<file path="src/hw/rtl/assert_macros.svh">
// Assertion helpers shared by the keypad RTL.
// Both expect a clock named clk and an active-low reset named rst_n in scope.
`ifndef ASSERT_MACROS_SVH
`define ASSERT_MACROS_SVH

// Same-cycle implication
`define KPD_ASSERT_NOW(lbl, ante, cons, msg) \
  lbl: assert property (@(posedge clk) disable iff (!rst_n) (ante) |-> (cons)) \
    else $error(msg);

// Next-cycle implication
`define KPD_ASSERT_NEXT(lbl, ante, cons, msg) \
  lbl: assert property (@(posedge clk) disable iff (!rst_n) (ante) |=> (cons)) \
    else $error(msg);

`endif

</file>
<file path="src/hw/rtl/kpd_pkg.sv">
// ---------------------------------------------------------------------------
// kpd_pkg
// Types, constants and the keymap for the keypad scanner with debounce.
// ---------------------------------------------------------------------------
`timescale 1ns / 1ps

package kpd_pkg;

  localparam int ROWS     = 4;
  localparam int COLUMNS  = 3;
  localparam int PAT_BITS = ROWS * COLUMNS;
  localparam int SLOT_W   = $clog2(COLUMNS);
  localparam int IDX_W    = 4;
  localparam int CHAR_W   = 7;
  localparam int CFG_W    = 8;
  localparam int CFG_IDX_W = 2;

  // Configuration register indexes
  typedef enum logic [CFG_IDX_W-1:0] {
    CFG_DEBOUNCE = 2'd0,
    CFG_RELEASE  = 2'd1,
    CFG_REPEAT   = 2'd2
  } kpd_cfg_idx_t;

  // Item kinds
  localparam logic KIND_SCAN = 1'b0;
  localparam logic KIND_READ = 1'b1;

  // Reset values
  localparam logic [CFG_W-1:0] DEBOUNCE_RST = 8'd10;
  localparam logic [CFG_W-1:0] RELEASE_RST  = 8'd10;
  localparam logic [CFG_W-1:0] REPEAT_RST   = 8'd20;

  // One result item
  typedef struct packed {
    logic [2:0]          column_select;
    logic                key_valid;
    logic [PAT_BITS-1:0] key_bits;
    logic [IDX_W-1:0]    key_index;
    logic [CHAR_W-1:0]   key_char;
  } kpd_out_t;

  // Key character for a pattern bit position, 0 for positions without a key
  function automatic logic [CHAR_W-1:0] keymap(input logic [IDX_W-1:0] idx);
    logic [CHAR_W-1:0] c;
    case (idx)
      4'd0:    c = 7'h31;  // '1'
      4'd1:    c = 7'h34;  // '4'
      4'd2:    c = 7'h37;  // '7'
      4'd3:    c = 7'h3C;  // '<'
      4'd4:    c = 7'h32;  // '2'
      4'd5:    c = 7'h35;  // '5'
      4'd6:    c = 7'h38;  // '8'
      4'd7:    c = 7'h30;  // '0'
      4'd8:    c = 7'h33;  // '3'
      4'd9:    c = 7'h36;  // '6'
      4'd10:   c = 7'h39;  // '9'
      4'd11:   c = 7'h23;  // '#'
      default: c = '0;
    endcase
    return c;
  endfunction

endpackage

</file>
<file path="src/hw/rtl/kpd_in_if.sv">
// ---------------------------------------------------------------------------
// kpd_in_if
// Valid/ready channel carrying one keypad input item.
// ---------------------------------------------------------------------------
`timescale 1ns / 1ps

interface kpd_in_if;
  logic       valid;
  logic       ready;
  logic       kind;
  logic [3:0] row_pins;

  modport source (output valid, kind, row_pins, input ready);
  modport sink   (input valid, kind, row_pins, output ready);
endinterface

</file>
<file path="src/hw/rtl/kpd_out_if.sv">
// ---------------------------------------------------------------------------
// kpd_out_if
// Valid/ready channel carrying one keypad result item.
// ---------------------------------------------------------------------------
`timescale 1ns / 1ps

interface kpd_out_if;
  logic        valid;
  logic        ready;
  logic [2:0]  column_select;
  logic        key_valid;
  logic [11:0] key_bits;
  logic [3:0]  key_index;
  logic [6:0]  key_char;

  modport source (output valid, column_select, key_valid, key_bits, key_index,
                  key_char, input ready);
  modport sink   (input valid, column_select, key_valid, key_bits, key_index,
                  key_char, output ready);
endinterface

</file>
<file path="src/hw/rtl/kpd_core.sv">
// ---------------------------------------------------------------------------
// kpd_core
// Scan shift register, column stepping, debounce counters and key latch.
// Updates state on each accepted item and presents its result combinationally.
// ---------------------------------------------------------------------------
`timescale 1ns / 1ps
`include "assert_macros.svh"

module kpd_core
  import kpd_pkg::*;
(
  input  logic                 clk,
  input  logic                 rst_n,
  input  logic                 item_acc,
  input  logic                 item_kind,
  input  logic [ROWS-1:0]      item_rows,
  input  logic                 cfg_we,
  input  logic [CFG_IDX_W-1:0] cfg_index,
  input  logic [CFG_W-1:0]     cfg_wdata,
  output kpd_out_t             result
);

  logic [CFG_W-1:0]    debounce_r, release_r, repeat_r;
  logic [PAT_BITS-1:0] row_shift_r, row_shift_nxt;
  logic [SLOT_W-1:0]   slot_r, slot_nxt;
  logic [CFG_W-1:0]    press_r, press_nxt;
  logic [CFG_W-1:0]    hold_r, hold_nxt;
  logic [PAT_BITS-1:0] cand_r, cand_nxt;
  logic [PAT_BITS-1:0] latch_r, latch_nxt;

  logic [PAT_BITS-1:0] pat;
  logic [CFG_W-1:0]    press_dec;
  logic [IDX_W-1:0]    low_idx;
  logic [2:0]          col_onehot;

  // Configuration registers
  always_ff @(posedge clk) begin
    if (!rst_n) begin
      debounce_r <= DEBOUNCE_RST;
      release_r  <= RELEASE_RST;
      repeat_r   <= REPEAT_RST;
    end else if (cfg_we) begin
      case (cfg_index)
        CFG_DEBOUNCE: debounce_r <= cfg_wdata;
        CFG_RELEASE:  release_r  <= cfg_wdata;
        CFG_REPEAT:   repeat_r   <= cfg_wdata;
        default: ;
      endcase
    end
  end

  // Next state for scan ticks and reads
  always_comb begin
    row_shift_nxt = row_shift_r;
    slot_nxt      = slot_r;
    press_nxt     = press_r;
    hold_nxt      = hold_r;
    cand_nxt      = cand_r;
    latch_nxt     = latch_r;
    pat           = {row_shift_r[PAT_BITS-ROWS-1:0], ~item_rows};
    press_dec     = press_r - 8'd1;

    if (item_kind == KIND_SCAN) begin
      if (slot_r == SLOT_W'(COLUMNS - 1)) begin
        // full pattern collected: run the debounce step
        slot_nxt      = '0;
        row_shift_nxt = '0;
        if (pat == '0) begin
          press_nxt = debounce_r;
          hold_nxt  = release_r;
        end else if (hold_r != '0) begin
          hold_nxt = hold_r - 8'd1;
        end else begin
          press_nxt = press_dec;
          if (press_dec == debounce_r - 8'd1) begin
            cand_nxt = pat;
          end else if (pat != cand_r) begin
            press_nxt = debounce_r;
            hold_nxt  = release_r;
          end else if (press_dec == '0) begin
            latch_nxt = pat;
            hold_nxt  = repeat_r;
          end
        end
      end else begin
        slot_nxt      = slot_r + SLOT_W'(1);
        row_shift_nxt = pat;
      end
    end else begin
      latch_nxt = '0;
    end
  end

  // State registers
  always_ff @(posedge clk) begin
    if (!rst_n) begin
      row_shift_r <= '0;
      slot_r      <= '0;
      press_r     <= DEBOUNCE_RST;
      hold_r      <= '0;
      cand_r      <= '0;
      latch_r     <= '0;
    end else if (item_acc) begin
      row_shift_r <= row_shift_nxt;
      slot_r      <= slot_nxt;
      press_r     <= press_nxt;
      hold_r      <= hold_nxt;
      cand_r      <= cand_nxt;
      latch_r     <= latch_nxt;
    end
  end

  // Lowest set bit of the latched pattern
  always_comb begin
    low_idx = '0;
    for (int i = PAT_BITS - 1; i >= 0; i--) begin
      if (latch_r[i]) low_idx = IDX_W'(i);
    end
  end

  // Column driven after this item; first column is the top bit
  always_comb begin
    case (slot_nxt)
      2'd0:    col_onehot = 3'b100;
      2'd1:    col_onehot = 3'b010;
      2'd2:    col_onehot = 3'b001;
      default: col_onehot = 3'b000;
    endcase
  end

  // Result of the current item
  always_comb begin
    result               = '0;
    result.column_select = col_onehot;
    if (item_kind == KIND_READ && latch_r != '0) begin
      result.key_valid = 1'b1;
      result.key_bits  = latch_r;
      result.key_index = low_idx;
      result.key_char  = keymap(low_idx);
    end
  end

  `KPD_ASSERT_NOW(a_slot_range, 1'b1, slot_r != 2'd3, "column slot out of range")
  `KPD_ASSERT_NEXT(a_read_clears, item_acc && item_kind == KIND_READ, latch_r == '0,
                   "latch not cleared by read")
  `KPD_ASSERT_NEXT(a_idle_holds, !item_acc && !cfg_we, $stable(latch_r) && $stable(press_r),
                   "state moved without an item")

endmodule

</file>
<file path="src/hw/rtl/matrix_keypad_scan_debounce_top.sv">
// ---------------------------------------------------------------------------
// matrix_keypad_scan_debounce_top
// 4x3 keypad scanner with debounce, valid/ready item channels.
// ---------------------------------------------------------------------------
// Result: registered; valid in the cycle after the item is accepted.
// Throughput: one item per cycle; the single result register is refilled
//   in the cycle it is taken, so input ready follows !out_valid || out_ready.
// Reset: synchronous, active low; clears the scan, hold counter and latch,
//   reloads press counter and register defaults. No clearing pass is needed.
`timescale 1ns / 1ps
`include "assert_macros.svh"

module matrix_keypad_scan_debounce_top
  import kpd_pkg::*;
(
  input  logic                 clk,
  input  logic                 rst_n,
  kpd_in_if.sink               in_ch,
  kpd_out_if.source            out_ch,
  input  logic                 cfg_we,
  input  logic [CFG_IDX_W-1:0] cfg_index,
  input  logic [CFG_W-1:0]     cfg_wdata
);

  logic     out_valid_r;
  kpd_out_t res_r;
  kpd_out_t res_nxt;
  logic     in_fire;

  assign in_ch.ready = !out_valid_r || out_ch.ready;
  assign in_fire     = in_ch.valid && in_ch.ready;

  kpd_core u_core (
    .clk       (clk),
    .rst_n     (rst_n),
    .item_acc  (in_fire),
    .item_kind (in_ch.kind),
    .item_rows (in_ch.row_pins),
    .cfg_we    (cfg_we),
    .cfg_index (cfg_index),
    .cfg_wdata (cfg_wdata),
    .result    (res_nxt)
  );

  // Result register
  always_ff @(posedge clk) begin
    if (!rst_n) begin
      out_valid_r <= 1'b0;
    end else if (in_fire) begin
      out_valid_r <= 1'b1;
    end else if (out_ch.ready) begin
      out_valid_r <= 1'b0;
    end
  end

  always_ff @(posedge clk) begin
    if (in_fire) res_r <= res_nxt;
  end

  assign out_ch.valid         = out_valid_r;
  assign out_ch.column_select = res_r.column_select;
  assign out_ch.key_valid     = res_r.key_valid;
  assign out_ch.key_bits      = res_r.key_bits;
  assign out_ch.key_index     = res_r.key_index;
  assign out_ch.key_char      = res_r.key_char;

  `KPD_ASSERT_NEXT(a_scan_no_key, in_fire && in_ch.kind == KIND_SCAN,
                   out_valid_r && !res_r.key_valid && res_r.key_bits == '0,
                   "scan item returned key data")
  `KPD_ASSERT_NOW(a_col_onehot, out_valid_r, $onehot(res_r.column_select),
                  "column select not one-hot")
  `KPD_ASSERT_NOW(a_valid_bits, out_valid_r && res_r.key_valid, res_r.key_bits != '0,
                  "key valid with empty pattern")

endmodule

</file>
<file path="src/flat_wrapper.sv">
// flat-port wrapper written by rule: the top's interface ports become plain ports
module matrix_keypad_scan_debounce_top_flat import kpd_pkg::*;
  (clk, rst_n, cfg_we, cfg_index, cfg_wdata, in_ch_valid, in_ch_kind, in_ch_row_pins, in_ch_ready, out_ch_valid, out_ch_column_select, out_ch_key_valid, out_ch_key_bits, out_ch_key_index, out_ch_key_char, out_ch_ready);
  kpd_in_if in_ch_i ();
  kpd_out_if out_ch_i ();
  input  logic clk;
  input  logic rst_n;
  input  logic cfg_we;
  input  logic [CFG_IDX_W-1:0] cfg_index;
  input  logic [CFG_W-1:0] cfg_wdata;
  input wire logic [$bits(in_ch_i.valid)-1:0] in_ch_valid;
  input wire logic [$bits(in_ch_i.kind)-1:0] in_ch_kind;
  input wire logic [$bits(in_ch_i.row_pins)-1:0] in_ch_row_pins;
  output wire logic [$bits(in_ch_i.ready)-1:0] in_ch_ready;
  output wire logic [$bits(out_ch_i.valid)-1:0] out_ch_valid;
  output wire logic [$bits(out_ch_i.column_select)-1:0] out_ch_column_select;
  output wire logic [$bits(out_ch_i.key_valid)-1:0] out_ch_key_valid;
  output wire logic [$bits(out_ch_i.key_bits)-1:0] out_ch_key_bits;
  output wire logic [$bits(out_ch_i.key_index)-1:0] out_ch_key_index;
  output wire logic [$bits(out_ch_i.key_char)-1:0] out_ch_key_char;
  input wire logic [$bits(out_ch_i.ready)-1:0] out_ch_ready;
  assign in_ch_i.valid = in_ch_valid;
  assign in_ch_i.kind = in_ch_kind;
  assign in_ch_i.row_pins = in_ch_row_pins;
  assign in_ch_ready = in_ch_i.ready;
  assign out_ch_valid = out_ch_i.valid;
  assign out_ch_column_select = out_ch_i.column_select;
  assign out_ch_key_valid = out_ch_i.key_valid;
  assign out_ch_key_bits = out_ch_i.key_bits;
  assign out_ch_key_index = out_ch_i.key_index;
  assign out_ch_key_char = out_ch_i.key_char;
  assign out_ch_i.ready = out_ch_ready;
  matrix_keypad_scan_debounce_top u_core (.clk(clk), .rst_n(rst_n), .in_ch(in_ch_i), .out_ch(out_ch_i), .cfg_we(cfg_we), .cfg_index(cfg_index), .cfg_wdata(cfg_wdata));
endmodule
</file>
<file path="config.mk">
export PLATFORM = sky130hd
export DESIGN_NAME = matrix_keypad_scan_debounce_top_flat
export DESIGN_NICKNAME = d
export VERILOG_FILES = /design/src/hw/rtl/kpd_pkg.sv /design/src/hw/rtl/kpd_in_if.sv /design/src/hw/rtl/kpd_out_if.sv /design/src/hw/rtl/kpd_core.sv /design/src/hw/rtl/matrix_keypad_scan_debounce_top.sv /design/src/flat_wrapper.sv
export VERILOG_INCLUDE_DIRS = /design/src /design/src/hw/rtl
export SDC_FILE = /design/constraint.sdc
export NUM_CORES = 1
export LEC_CHECK = 0
export BUFFER_PORTS_ARGS = -buffer_cell sky130_fd_sc_hd__buf_2
export CORE_AREA = 2 2 105 82
export CTS_CLUSTER_SIZE = 14
export DETAILED_ROUTE_END_ITERATION = 10
export DIE_AREA = 0 0 107 84
export PLACE_DENSITY = 0.84
export SLEW_MARGIN = 20
export SYNTH_ARGS = -nofsm -noshare
export SYNTH_HDL_FRONTEND = slang
export SYNTH_SLANG_ARGS = --single-unit
</file>
<file path="constraint.sdc">
create_clock -name clk -period 5.69 [get_ports clk]
set_clock_uncertainty 0.15 [all_clocks]
set_input_delay 1.138 -clock clk [delete_from_list [all_inputs] [get_ports clk]]
set_output_delay 1.138 -clock clk [all_outputs]
set_load 0.01 [all_outputs]
</file>
==> impl_metrics.toml, run 1 <==
[critical_path]
reg2reg_from = "u_core.u_core.debounce_r[0]"
crit_slowest_cell = "nor3_4"
critPathTopFamily = "simple AND/OR/NAND/NOR gates"
crit_buf_inv = 1
crit_chain = "inv_1, ha_1, or3b_1, o31a_1, o211a_2, nor4b_4, nand3_2, nor3_4, mux2i_1, nor2_1"
crit_type = "reg -> reg"
startpoint_type = "flop"
critical_path.reg2reg.endpoint = "u_core.u_core.cand_r[11]"
critPathMaxFanout = 16
endpoint_kind = "flop"
r2r_setup_slack_ns = 2.16
required_ns = 5.80
r2r_cells = 10
cp.arrival_ns = 3.64
critPathMaxStageDelay_ns = 0.76

[timing]
rsz0062_at_grt = "no"
max_freq_mhz = 282.9
period_needed_ns = 3.534
hold_violations = 0
hold_slack_ns = 0.3566
maxSlewHeadroom = 0.3420
maxSlewViolCount = 0
tns_ns = 0
fin_crit_sh = 0.6211
fin_ws_ns = 2.156
setup_violations = 0
worst_pin_slew_ns = 0.9860

[place]
place.gp.congestion = 0.9551
dp_cells = 658
hpwlAfterDp_um = 7532
placed_area_um2 = 5177
io_buffers = 47
pre_cts_ws_ns = 1.696

[cts]
cts_resized = 0
cts_tree = "done"
h-tree-depth = 3
root_buffer = "clkbuf_8"
cts_buffer_depth = 2
clk_pin_slew_ns = 0.11
numClockSinks = 101
cts_made_buffers = 9
clock_latency_ns = 0.38
postCtsSetupBuffers = 0
postCtsHoldBufs = 0

[routing]
via_per_inst = 5.926
num_vias = 3994
first_pass_iters = 5
route.detailed.drc = 0
wl_per_cell_um = 15.80
wl_um = 10650
drt_iter0_markers = 282
drtAntennaViolNets = 0

[synth]
synth.top_cells.by_count = "dfxtp_1 (75), nor2_1 (67), a21oi_1 (38), nand2_1 (37), inv_1 (30)"
syn-mean-instance-area_um2 = 9.327
synth_area_leaders = "dfxtp_1 (31%), edfxtp_1 (16%), mux2i_1 (5.7%), nor2_1 (5.1%), a21oi_1 (3.9%)"
synthFlopType = "dfxtp_1"
yosys_warnings = 0
synth_edf_count = 26
syn_inst = 526
syn_nets = 551
async_flop_share = 0
synth-seq-area-share = 0.4652
synth.most_common_cell = "dfxtp_1"
synth_top_area_share = 0.3060
yosys.area.top_type = "dfxtp_1"
synth_cell_types = 59
syn-cell-area_um2 = 4906
ys_ff_latch = 101

[global_routing]
antenna_found_initial = 0
grt_pass1_vias = 3625
grt_pass1_wl_um = 17820
grt_usage = 0.2495
grt.overflow.total = 0
grt_max_degree = 59

[min_path]
hold_depth = 2
min-delay-start = "u_core.u_core.press_r[4]"
hold_path_class = "reg -> reg"
min_to = "u_core.u_core.press_r[4]"

[floorplanning]
io-pin-count = 49
die_area_um2 = 8988
fp-row-count = 29
fp.dieW_um = 107
fp.dieH_um = 84
start_util = 0.6063
design.core.area_um2 = 8092

[power_and_ir_drop]
ir_drop_v = 0.0001907
p_leak_nw = 2.188
powerDensity_nw_per_um2 = 251.4
p_total_mw = 1.355

[cells_and_area]
final_layout_size_suffix_gt1_frac = 0.1431
fillers = 631
fin_area_um2 = 5390
utilization = 0.6662
fin_nets = 586
diodes = 0
fin_cells = 674
synthToLayoutAreaGrowth_pct = 9.870

[outcome]
outcome = "finished, final reports clean"

[job]
drv_cap = 0
## report_power, final
part / switching, mW / leakage [nW] / internal (mW) / total (mW)
combinational: 0.0823 / 1.22 / 0.0466 / 0.129
clock: 0.282 / 0.105 / 0.178 / 0.460
sequential: 0.0126 / 0.868 / 0.754 / 0.767
total: 0.377 / 2.19 / 0.978 / 1.35
## worst min-delay path, delay by kind of cell (launching register included)
family | cells | cell delay, ns
AOI/OAI and AO/OA | 1 | 0.06
DFF | 1 | 0.35
and+or+nand+nor | 1 | 0.06
## registers in the layout, indices dropped and copies added, names as in the netlist, 2 cells and up
signal,cells
u_core.out_ch.key_bits,12
u_core.u_core.cand_r,12
u_core.u_core.latch_r,12
u_core.u_core.debounce_r,8
u_core.u_core.hold_r,8
u_core.u_core.press_r,8
u_core.u_core.release_r,8
u_core.u_core.repeat_r,8
u_core.u_core.row_shift_r,8
u_core.out_ch.key_char,6
u_core.out_ch.key_index,4
u_core.out_ch.column_select,3
u_core.u_core.slot_r,2
## layout make-up
| class | count | area [µm²] | area share |
|---|---|---|---|
| sequential | 101 | 2282 | 0.4234 |
| tap | 108 | 135.1 | 0.02507 |
| timing repair buffer | 49 | 250.2 | 0.04643 |
| clock inverter | 7 | 83.83 | 0.01555 |
| clock buffer | 9 | 123.9 | 0.02298 |
| inverter | 30 | 112.6 | 0.02089 |
| multi-input combinational | 370 | 2402 | 0.4457 |
## worst max path at each step
stage	to	cells after the start	slack, ns	start
detailed placement	u_core.u_core.latch_r[5]	8	1.70	in_ch_row_pins[3]
global route	u_core.u_core.cand_r[7]	10	1.94	u_core.u_core.debounce_r[0]
global placement	u_core.u_core.latch_r[11]	8	1.85	in_ch_row_pins[3]
finish	u_core.u_core.cand_r[11]	10	2.16	u_core.u_core.debounce_r[0]
floorplan	u_core.u_core.cand_r[10]	11	2.65	u_core.u_core.debounce_r[0]
CTS	u_core.u_core.latch_r[5]	7	2.03	u_core.u_core.hold_r[2]
## placed cells by master (no fill, tap or decap), types with 4 or more instances in the layout
| cell | instances |
|---|---|
| dfxtp_1 | 75 |
| nor2_1 | 67 |
| buf_2 | 47 |
| a21oi_1 | 38 |
| nand2_1 | 37 |
| inv_1 | 30 |
| mux2i_1 | 28 |
| edfxtp_1 | 26 |
| xnor2_1 | 20 |
| nor3_1 | 16 |
| nand3_1 | 13 |
| and2_1 | 13 |
| a22o_1 | 12 |
| nor4_1 | 11 |
| xor2_1 | 10 |
| clkbuf_8 | 9 |
| a211o_1 | 7 |
| o21ai_0 | 7 |
| nand2b_1 | 6 |
| o22ai_1 | 6 |
| nand3b_1 | 5 |
| ha_1 | 5 |
| o21bai_1 | 4 |
| a211oi_1 | 4 |
| a211oi_2 | 4 |
| a31oi_1 | 4 |
## layer usage
metal | wire (µm) | vias up | share of wire | global-route usage
li1 | - | 1932 | - | -
met1 | 5062 | 1894 | 0.48 | 0.3646
met2 | 4856 | 149 | 0.46 | 0.3839
met3 | 619 | 19 | 0.058 | 0.05230
met4 | 111 | 0 | 0.010 | 0.05077
met5 | 0 | - | 0 | 0
## cell families (layout without fill, tap and decap cells)
group / after synthesis / count (layout) / synth area share
AO/OA/AOI/OAI: 109 / 109 / 0.1533
adder cells (fa/ha/maj): 5 / 5 / 0.01275
flip-flops: 101 / 101 / 0.4652
AND/OR/NAND/NOR: 195 / 195 / 0.2056
buffers and inverters: 55 / 95 / 0.04616
multiplexers: 29 / 29 / 0.05942
XOR/XNOR: 31 / 31 / 0.05687
other: 1 / 1 / 0.0007644
No activity file was read; power rests on OpenSTA's default activity.
==> run 2, diff against run 1 <==
--- a/config.mk
+++ b/config.mk
@@ -7,11 +7,11 @@
 export NUM_CORES = 1
 export LEC_CHECK = 0
 export BUFFER_PORTS_ARGS = -buffer_cell sky130_fd_sc_hd__buf_2
-export CORE_AREA = 2 2 105 82
+export CORE_AREA = 2 2 109 84
 export CTS_CLUSTER_SIZE = 14
 export DETAILED_ROUTE_END_ITERATION = 10
-export DIE_AREA = 0 0 107 84
-export PLACE_DENSITY = 0.84
+export DIE_AREA = 0 0 111 86
+export PLACE_DENSITY = 0.8
 export SLEW_MARGIN = 20
 export SYNTH_ARGS = -nofsm -noshare
 export SYNTH_HDL_FRONTEND = slang
==> constraint.sdc (replaced) <==
create_clock -name clk -period 3.65 [get_ports clk]
set_clock_uncertainty 0.15 [all_clocks]
set_input_delay 0.73 -clock clk [delete_from_list [all_inputs] [get_ports clk]]
set_output_delay 0.73 -clock clk [all_outputs]
set_load 0.01 [all_outputs]
==> impl_metrics.toml, run 2 (same netlist as run 1, synthesis figures left out) <==
[cts]
cts_tree = "done"
root_buffer = "clkbuf_16"
numClockSinks = 101
postCtsSetupBuffers = 0
cts_buffer_depth = 2
h-tree-depth = 3
cts_made_buffers = 9
clock_latency_ns = 0.34
cts_resized = 0
clk_pin_slew_ns = 0.07
postCtsHoldBufs = 0

[routing]
num_vias = 3932
wl_per_cell_um = 15.75
drtAntennaViolNets = 0
wl_um = 10710
first_pass_iters = 5
route.detailed.drc = 0
via_per_inst = 5.782
drt_iter0_markers = 237

[place]
place.gp.congestion = 0.9019
pre_cts_ws_ns = 0.5135
placed_area_um2 = 5223
dp_cells = 664
hpwlAfterDp_um = 7580
io_buffers = 47

[timing]
setup_violations = 0
fin_crit_sh = 0.8670
worst_pin_slew_ns = 0.9541
rsz0062_at_grt = "no"
tns_ns = 0
maxSlewHeadroom = 0.3632
fin_ws_ns = 0.4856
hold_violations = 0
max_freq_mhz = 316.0
hold_slack_ns = 0.3233
maxSlewViolCount = 0
period_needed_ns = 3.164

[min_path]
hold_path_class = "reg -> reg"

[floorplanning]
fp-row-count = 29
design.core.area_um2 = 8382
fp.dieW_um = 111
fp.dieH_um = 86
die_area_um2 = 9546
start_util = 0.5853
io-pin-count = 49

[cells_and_area]
fillers = 701
utilization = 0.6547
layout_commonest_cell = "dfxtp_1"
mostFrequentLayoutCells = "dfxtp_1 (75), nor2_1 (67), buf_2 (47)"
fin_cells = 680
fin_nets = 592
final_layout_size_suffix_gt1_frac = 0.1434
diodes = 0
synthToLayoutAreaGrowth_pct = 11.86
fin_area_um2 = 5488

[critical_path]
critPathMaxStageDelay_ns = 0.40
crit_type = "reg -> reg"
endpoint_kind = "flop"
cp.arrival_ns = 3.30
critPathMaxFanout = 12
crit_chain = "inv_1, ha_1, or3b_1, o31a_1, o211a_2, nor4b_4, nand3_2, a311oi_1, a21o_1, a22o_1"
required_ns = 3.79
startpoint_type = "flop"
crit_slowest_cell = "or3b_1"

[power_and_ir_drop]
p_leak_nw = 2.239
ir_drop_v = 0.0003236
p_total_mw = 2.264
powerDensity_nw_per_um2 = 412.6

[global_routing]
grt.overflow.total = 0
grt_usage = 0.2310
antenna_found_initial = 0
grt_pass1_vias = 3539
grt_max_degree = 59
grt_pass1_wl_um = 17640

[outcome]
outcome = "finished, final reports clean"

[job]
drv_cap = 0
run 2: changes by cell type in the layout (fill, tap and decap cells not counted), moves of 2 or more:
| cell | before | now |
|---|---|---|
| inv_8 | 3 | 0 |
| clkinv_8 | 2 | 0 |
| clkbuf_16 | 0 | 9 |
| buf_4 | 2 | 8 |
| clkbuf_8 | 9 | 0 |
| clkbuf_1 | 0 | 3 |
run 2: routing by layer:
| layer | part of all wire | up-vias | track usage |
|---|---|---|---|
| met5 | 0 | - | 0 |
| met4 | 0.0092 | 0 | 0.05000 |
| met3 | 0.069 | 10 | 0.06996 |
| met2 | 0.42 | 130 | 0.3413 |
| met1 | 0.50 | 1845 | 0.3365 |
| li1 | - | 1947 | - |
run 2: final cells by class:
type / instances / area (µm²) / area share
Clock buffer: 12 / 236.5 / 0.04309
Timing Repair Buffer: 55 / 295.3 / 0.05381
Tap cell: 108 / 135.1 / 0.02462
Multi-Input combinational cell: 370 / 2397 / 0.4368
Sequential cell: 101 / 2282 / 0.4159
Inverter: 30 / 112.6 / 0.02052
Clock inverter: 4 / 28.78 / 0.005244
run 2: worst paths after layout:
path / start / end / slack (ns) / depth (start not counted)
setup / recovery: u_core.u_core.debounce_r[0] / u_core.u_core.latch_r[0] / 0.49 / 10
hold / removal: u_core.u_core.press_r[7] / u_core.u_core.press_r[7] / 0.32 / 2
setup reg to reg: u_core.u_core.debounce_r[0] / u_core.u_core.latch_r[0] / 0.49 / 10
hold reg to reg: u_core.u_core.press_r[7] / u_core.u_core.press_r[7] / 0.32 / 2
run 2: critical path: cells and delay by family, from the launching register on:
kind | cells | cell delay, ns
fa+ha+maj | 1 | 0.17
buf+inv | 1 | 0.10
flops | 1 | 0.36
compound gates | 5 | 1.42
simple gates | 3 | 0.91
run 2: where the power goes:
part | total (mW) | internal, mW | switching [mW]
clock network | 0.869 | 0.464 | 0.405
registers | 1.20 | 1.18 | 0.0192
logic | 0.200 | 0.0734 | 0.127
total | 2.26 | 1.71 | 0.551
==> run 3, diff against run 2 <==
--- a/config.mk
+++ b/config.mk
@@ -7,12 +7,13 @@
 export NUM_CORES = 1
 export LEC_CHECK = 0
 export BUFFER_PORTS_ARGS = -buffer_cell sky130_fd_sc_hd__buf_2
-export CORE_AREA = 2 2 109 84
+export CORE_AREA = 2 2 151 116
 export CTS_CLUSTER_SIZE = 14
 export DETAILED_ROUTE_END_ITERATION = 10
-export DIE_AREA = 0 0 111 86
-export PLACE_DENSITY = 0.8
+export DIE_AREA = 0 0 153 118
+export PLACE_DENSITY = 0.47
 export SLEW_MARGIN = 20
 export SYNTH_ARGS = -nofsm -noshare
 export SYNTH_HDL_FRONTEND = slang
+export SYNTH_HIERARCHICAL = 1
 export SYNTH_SLANG_ARGS = --single-unit
==> impl_metrics.toml, run 3 <==
[place]
place.gp.congestion = 0.7780
io_buffers = 48
hpwlAfterDp_um = 8268

[critical_path]
crit_type = "reg -> reg"
endpoint_kind = "flop"
cp.arrival_ns = 3.18
critical_path.reg2reg.endpoint = "u_core/u_core/cand_r[8]"
r2r_setup_slack_ns = 0.55
critPathMaxFanout = 16
reg2reg_from = "u_core/u_core/press_r[0]"
startpoint_type = "flop"
required_ns = 3.73
cp-startpoint = "u_core/u_core/press_r[0]"
r2r_cells = 11

[synth]
yosys_warnings = 6
syn-mean-instance-area_um2 = 9.619
synth_cell_types = 64
syn_nets = 537
yosys.area.top_type = "dfxtp_1"
synth.most_common_cell = "dfxtp_1"
synth_area_leaders = "dfxtp_1 (30%), edfxtp_1 (16%), mux2i_1 (6.3%), nor2_1 (5.4%), xnor2_1 (2.8%)"
synth.top_cells.by_count = "dfxtp_1 (75), nor2_1 (71), nand2_1 (37), mux2i_1 (31)"
syn-cell-area_um2 = 4925
ys_ff_latch = 102
synth_edf_count = 27
async_flop_share = 0
synth_top_area_share = 0.3049
synthFlopType = "dfxtp_1"
syn_inst = 512
synth-seq-area-share = 0.4695

[routing]
wl_per_cell_um = 14.71
num_vias = 3810
drtAntennaViolNets = 0
route.detailed.drc = 0
drt_iter0_markers = 244
first_pass_iters = 4
wl_um = 11470
via_per_inst = 4.885

[global_routing]
grt.overflow.total = 0
antenna_found_initial = 0
grt_pass1_wl_um = 18910
grt_usage = 0.1299
grt_max_degree = 34
grt_pass1_vias = 3658

[job]
drv_cap = 0

[timing]
worst_pin_slew_ns = 0.8255
hold_violations = 0
maxSlewViolCount = 0
fin_crit_sh = 0.8493
maxSlewHeadroom = 0.4449
max_freq_mhz = 322.6
rsz0062_at_grt = "no"
tns_ns = 0
setup_violations = 0
period_needed_ns = 3.100

[cells_and_area]
utilization = 0.3437
final_layout_size_suffix_gt1_frac = 0.1699
mostFrequentLayoutCells = "dfxtp_1 (75), nor2_1 (71), buf_2 (48)"
fillers = 1698
fin_nets = 585
layout_commonest_cell = "dfxtp_1"
synthToLayoutAreaGrowth_pct = 15.65
diodes = 0

[cts]
cts_buffer_depth = 2
postCtsHoldBufs = 0
clock_latency_ns = 0.35
postCtsSetupBuffers = 0
numClockSinks = 102
clk_pin_slew_ns = 0.07
cts_resized = 0
root_buffer = "clkbuf_16"
h-tree-depth = 3
cts_made_buffers = 9
cts_tree = "done"

[floorplanning]
design.core.area_um2 = 16570
die_area_um2 = 18050
fp.dieW_um = 153
fp.dieH_um = 118
fp-row-count = 41
io-pin-count = 49
start_util = 0.2972

[power_and_ir_drop]
p_leak_nw = 2.262
ir_drop_v = 0.0001992
powerDensity_nw_per_um2 = 406.5

[min_path]
hold_path_class = "reg -> reg"
hold_depth = 2
min_to = "u_core/u_core/release_r[3]"
min-delay-start = "u_core/u_core/release_r[3]"

[outcome]
outcome = "finished, final reports clean"
[run 3: cell types whose count changed in the layout (fill, tap and decap cells not counted), sizes merged, moves of 3 or more]
cell    delta
and2       +3
nor2       +4
nor2b      +6
xnor2      -5
nor3       -7
a21oi     -11
mux2       +4
inv        -9
nand3      -5
mux2i      +3
a22oi      +6
buf        +6
nand2b     -4
[run 3: cell type report]
| cell class | count | area (µm²) | share of cell area |
|---|---|---|---|
| tap | 215 | 269.0 | 0.04723 |
| timing repair buffer | 61 | 337.8 | 0.05931 |
| clock inverter | 6 | 47.55 | 0.008348 |
| multi-input combinational | 364 | 2417 | 0.4244 |
| clock buffer | 10 | 229.0 | 0.04020 |
| inverter | 22 | 82.58 | 0.01450 |
| sequential | 102 | 2312 | 0.4060 |
[run 3: logic make-up (layout without fill, tap and decap cells)]
group | after synthesis | after routing | share of synthesized area
DFF | 102 | 102 | 0.4695
AOI/OAI and AO/OA | 105 | 105 | 0.1529
muxes | 36 | 36 | 0.07444
adders and majority gates | 5 | 5 | 0.01270
xor gates and xnor gates | 27 | 27 | 0.04802
other | 1 | 1 | 0.0007615
buffers and inverters | 46 | 99 | 0.03963
and+or+nand+nor | 190 | 190 | 0.2020
[run 3: worst max path at each step]
stage | endpoint | slack (ns) | cells after the start
after floorplan | u_core/u_core/cand_r[5] | 0.67 | 11
after global placement | u_core/u_core/cand_r[4] | 0.63 | 11
after detailed placement | u_core/u_core/cand_r[8] | 0.57 | 11
after CTS | u_core/u_core/cand_r[7] | 0.54 | 11
after global routing | u_core/u_core/cand_r[4] | 0.33 | 11
final | u_core/u_core/cand_r[8] | 0.55 | 11
[run 3: routing by layer]
layer | vias up | global-route usage | share of wire | wire length [µm]
met4 | 0 | 0.04398 | 0.013 | 144
met1 | 1808 | 0.1877 | 0.52 | 6018
met3 | 11 | 0.03056 | 0.041 | 465
li1 | 1925 | - | - | -
met2 | 66 | 0.1895 | 0.42 | 4841
met5 | - | 0 | 0 | 0
[run 3: where the power goes]
part / leakage (nW) / total [mW] / internal [mW] / switching [mW]
Sequential: 0.878 / 1.21 / 1.19 / 0.0205
Clock: 0.128 / 0.909 / 0.468 / 0.441
Combinational: 1.26 / 0.197 / 0.0773 / 0.120
Total: 2.26 / 2.31 / 1.73 / 0.581
[run 3: worst max-delay path: stages, from the launching register on]
cell and delay, ns:
dfxtp_1 0.39, inv_1 0.09, ha_1 0.20, or3b_1 0.43, o31a_1 0.29, o211a_1 0.26, nor4_4 0.28, nand2_2 0.14
nor3_4 0.19, buf_4 0.28, mux2i_1 0.22, nor2_1 0.05
[run 3: metrics by stage]
stage | std cells | worst slack (ns) | power, mW | hold slack (ns) | cell area (µm²)
floorplan | 512 | 0.6668 | 1.360 | 0.2950 | 4925
finish | 780 | 0.5499 | 2.315 | 0.3466 | 5695
detailed placement | 764 | 0.5739 | 1.434 | 0.3329 | 5419
CTS | 780 | 0.5420 | 2.362 | 0.3514 | 5695
global placement | 764 | 0.6252 | 1.430 | 0.3163 | 5419
global route | 780 | 0.3267 | 2.417 | 0.3706 | 5695
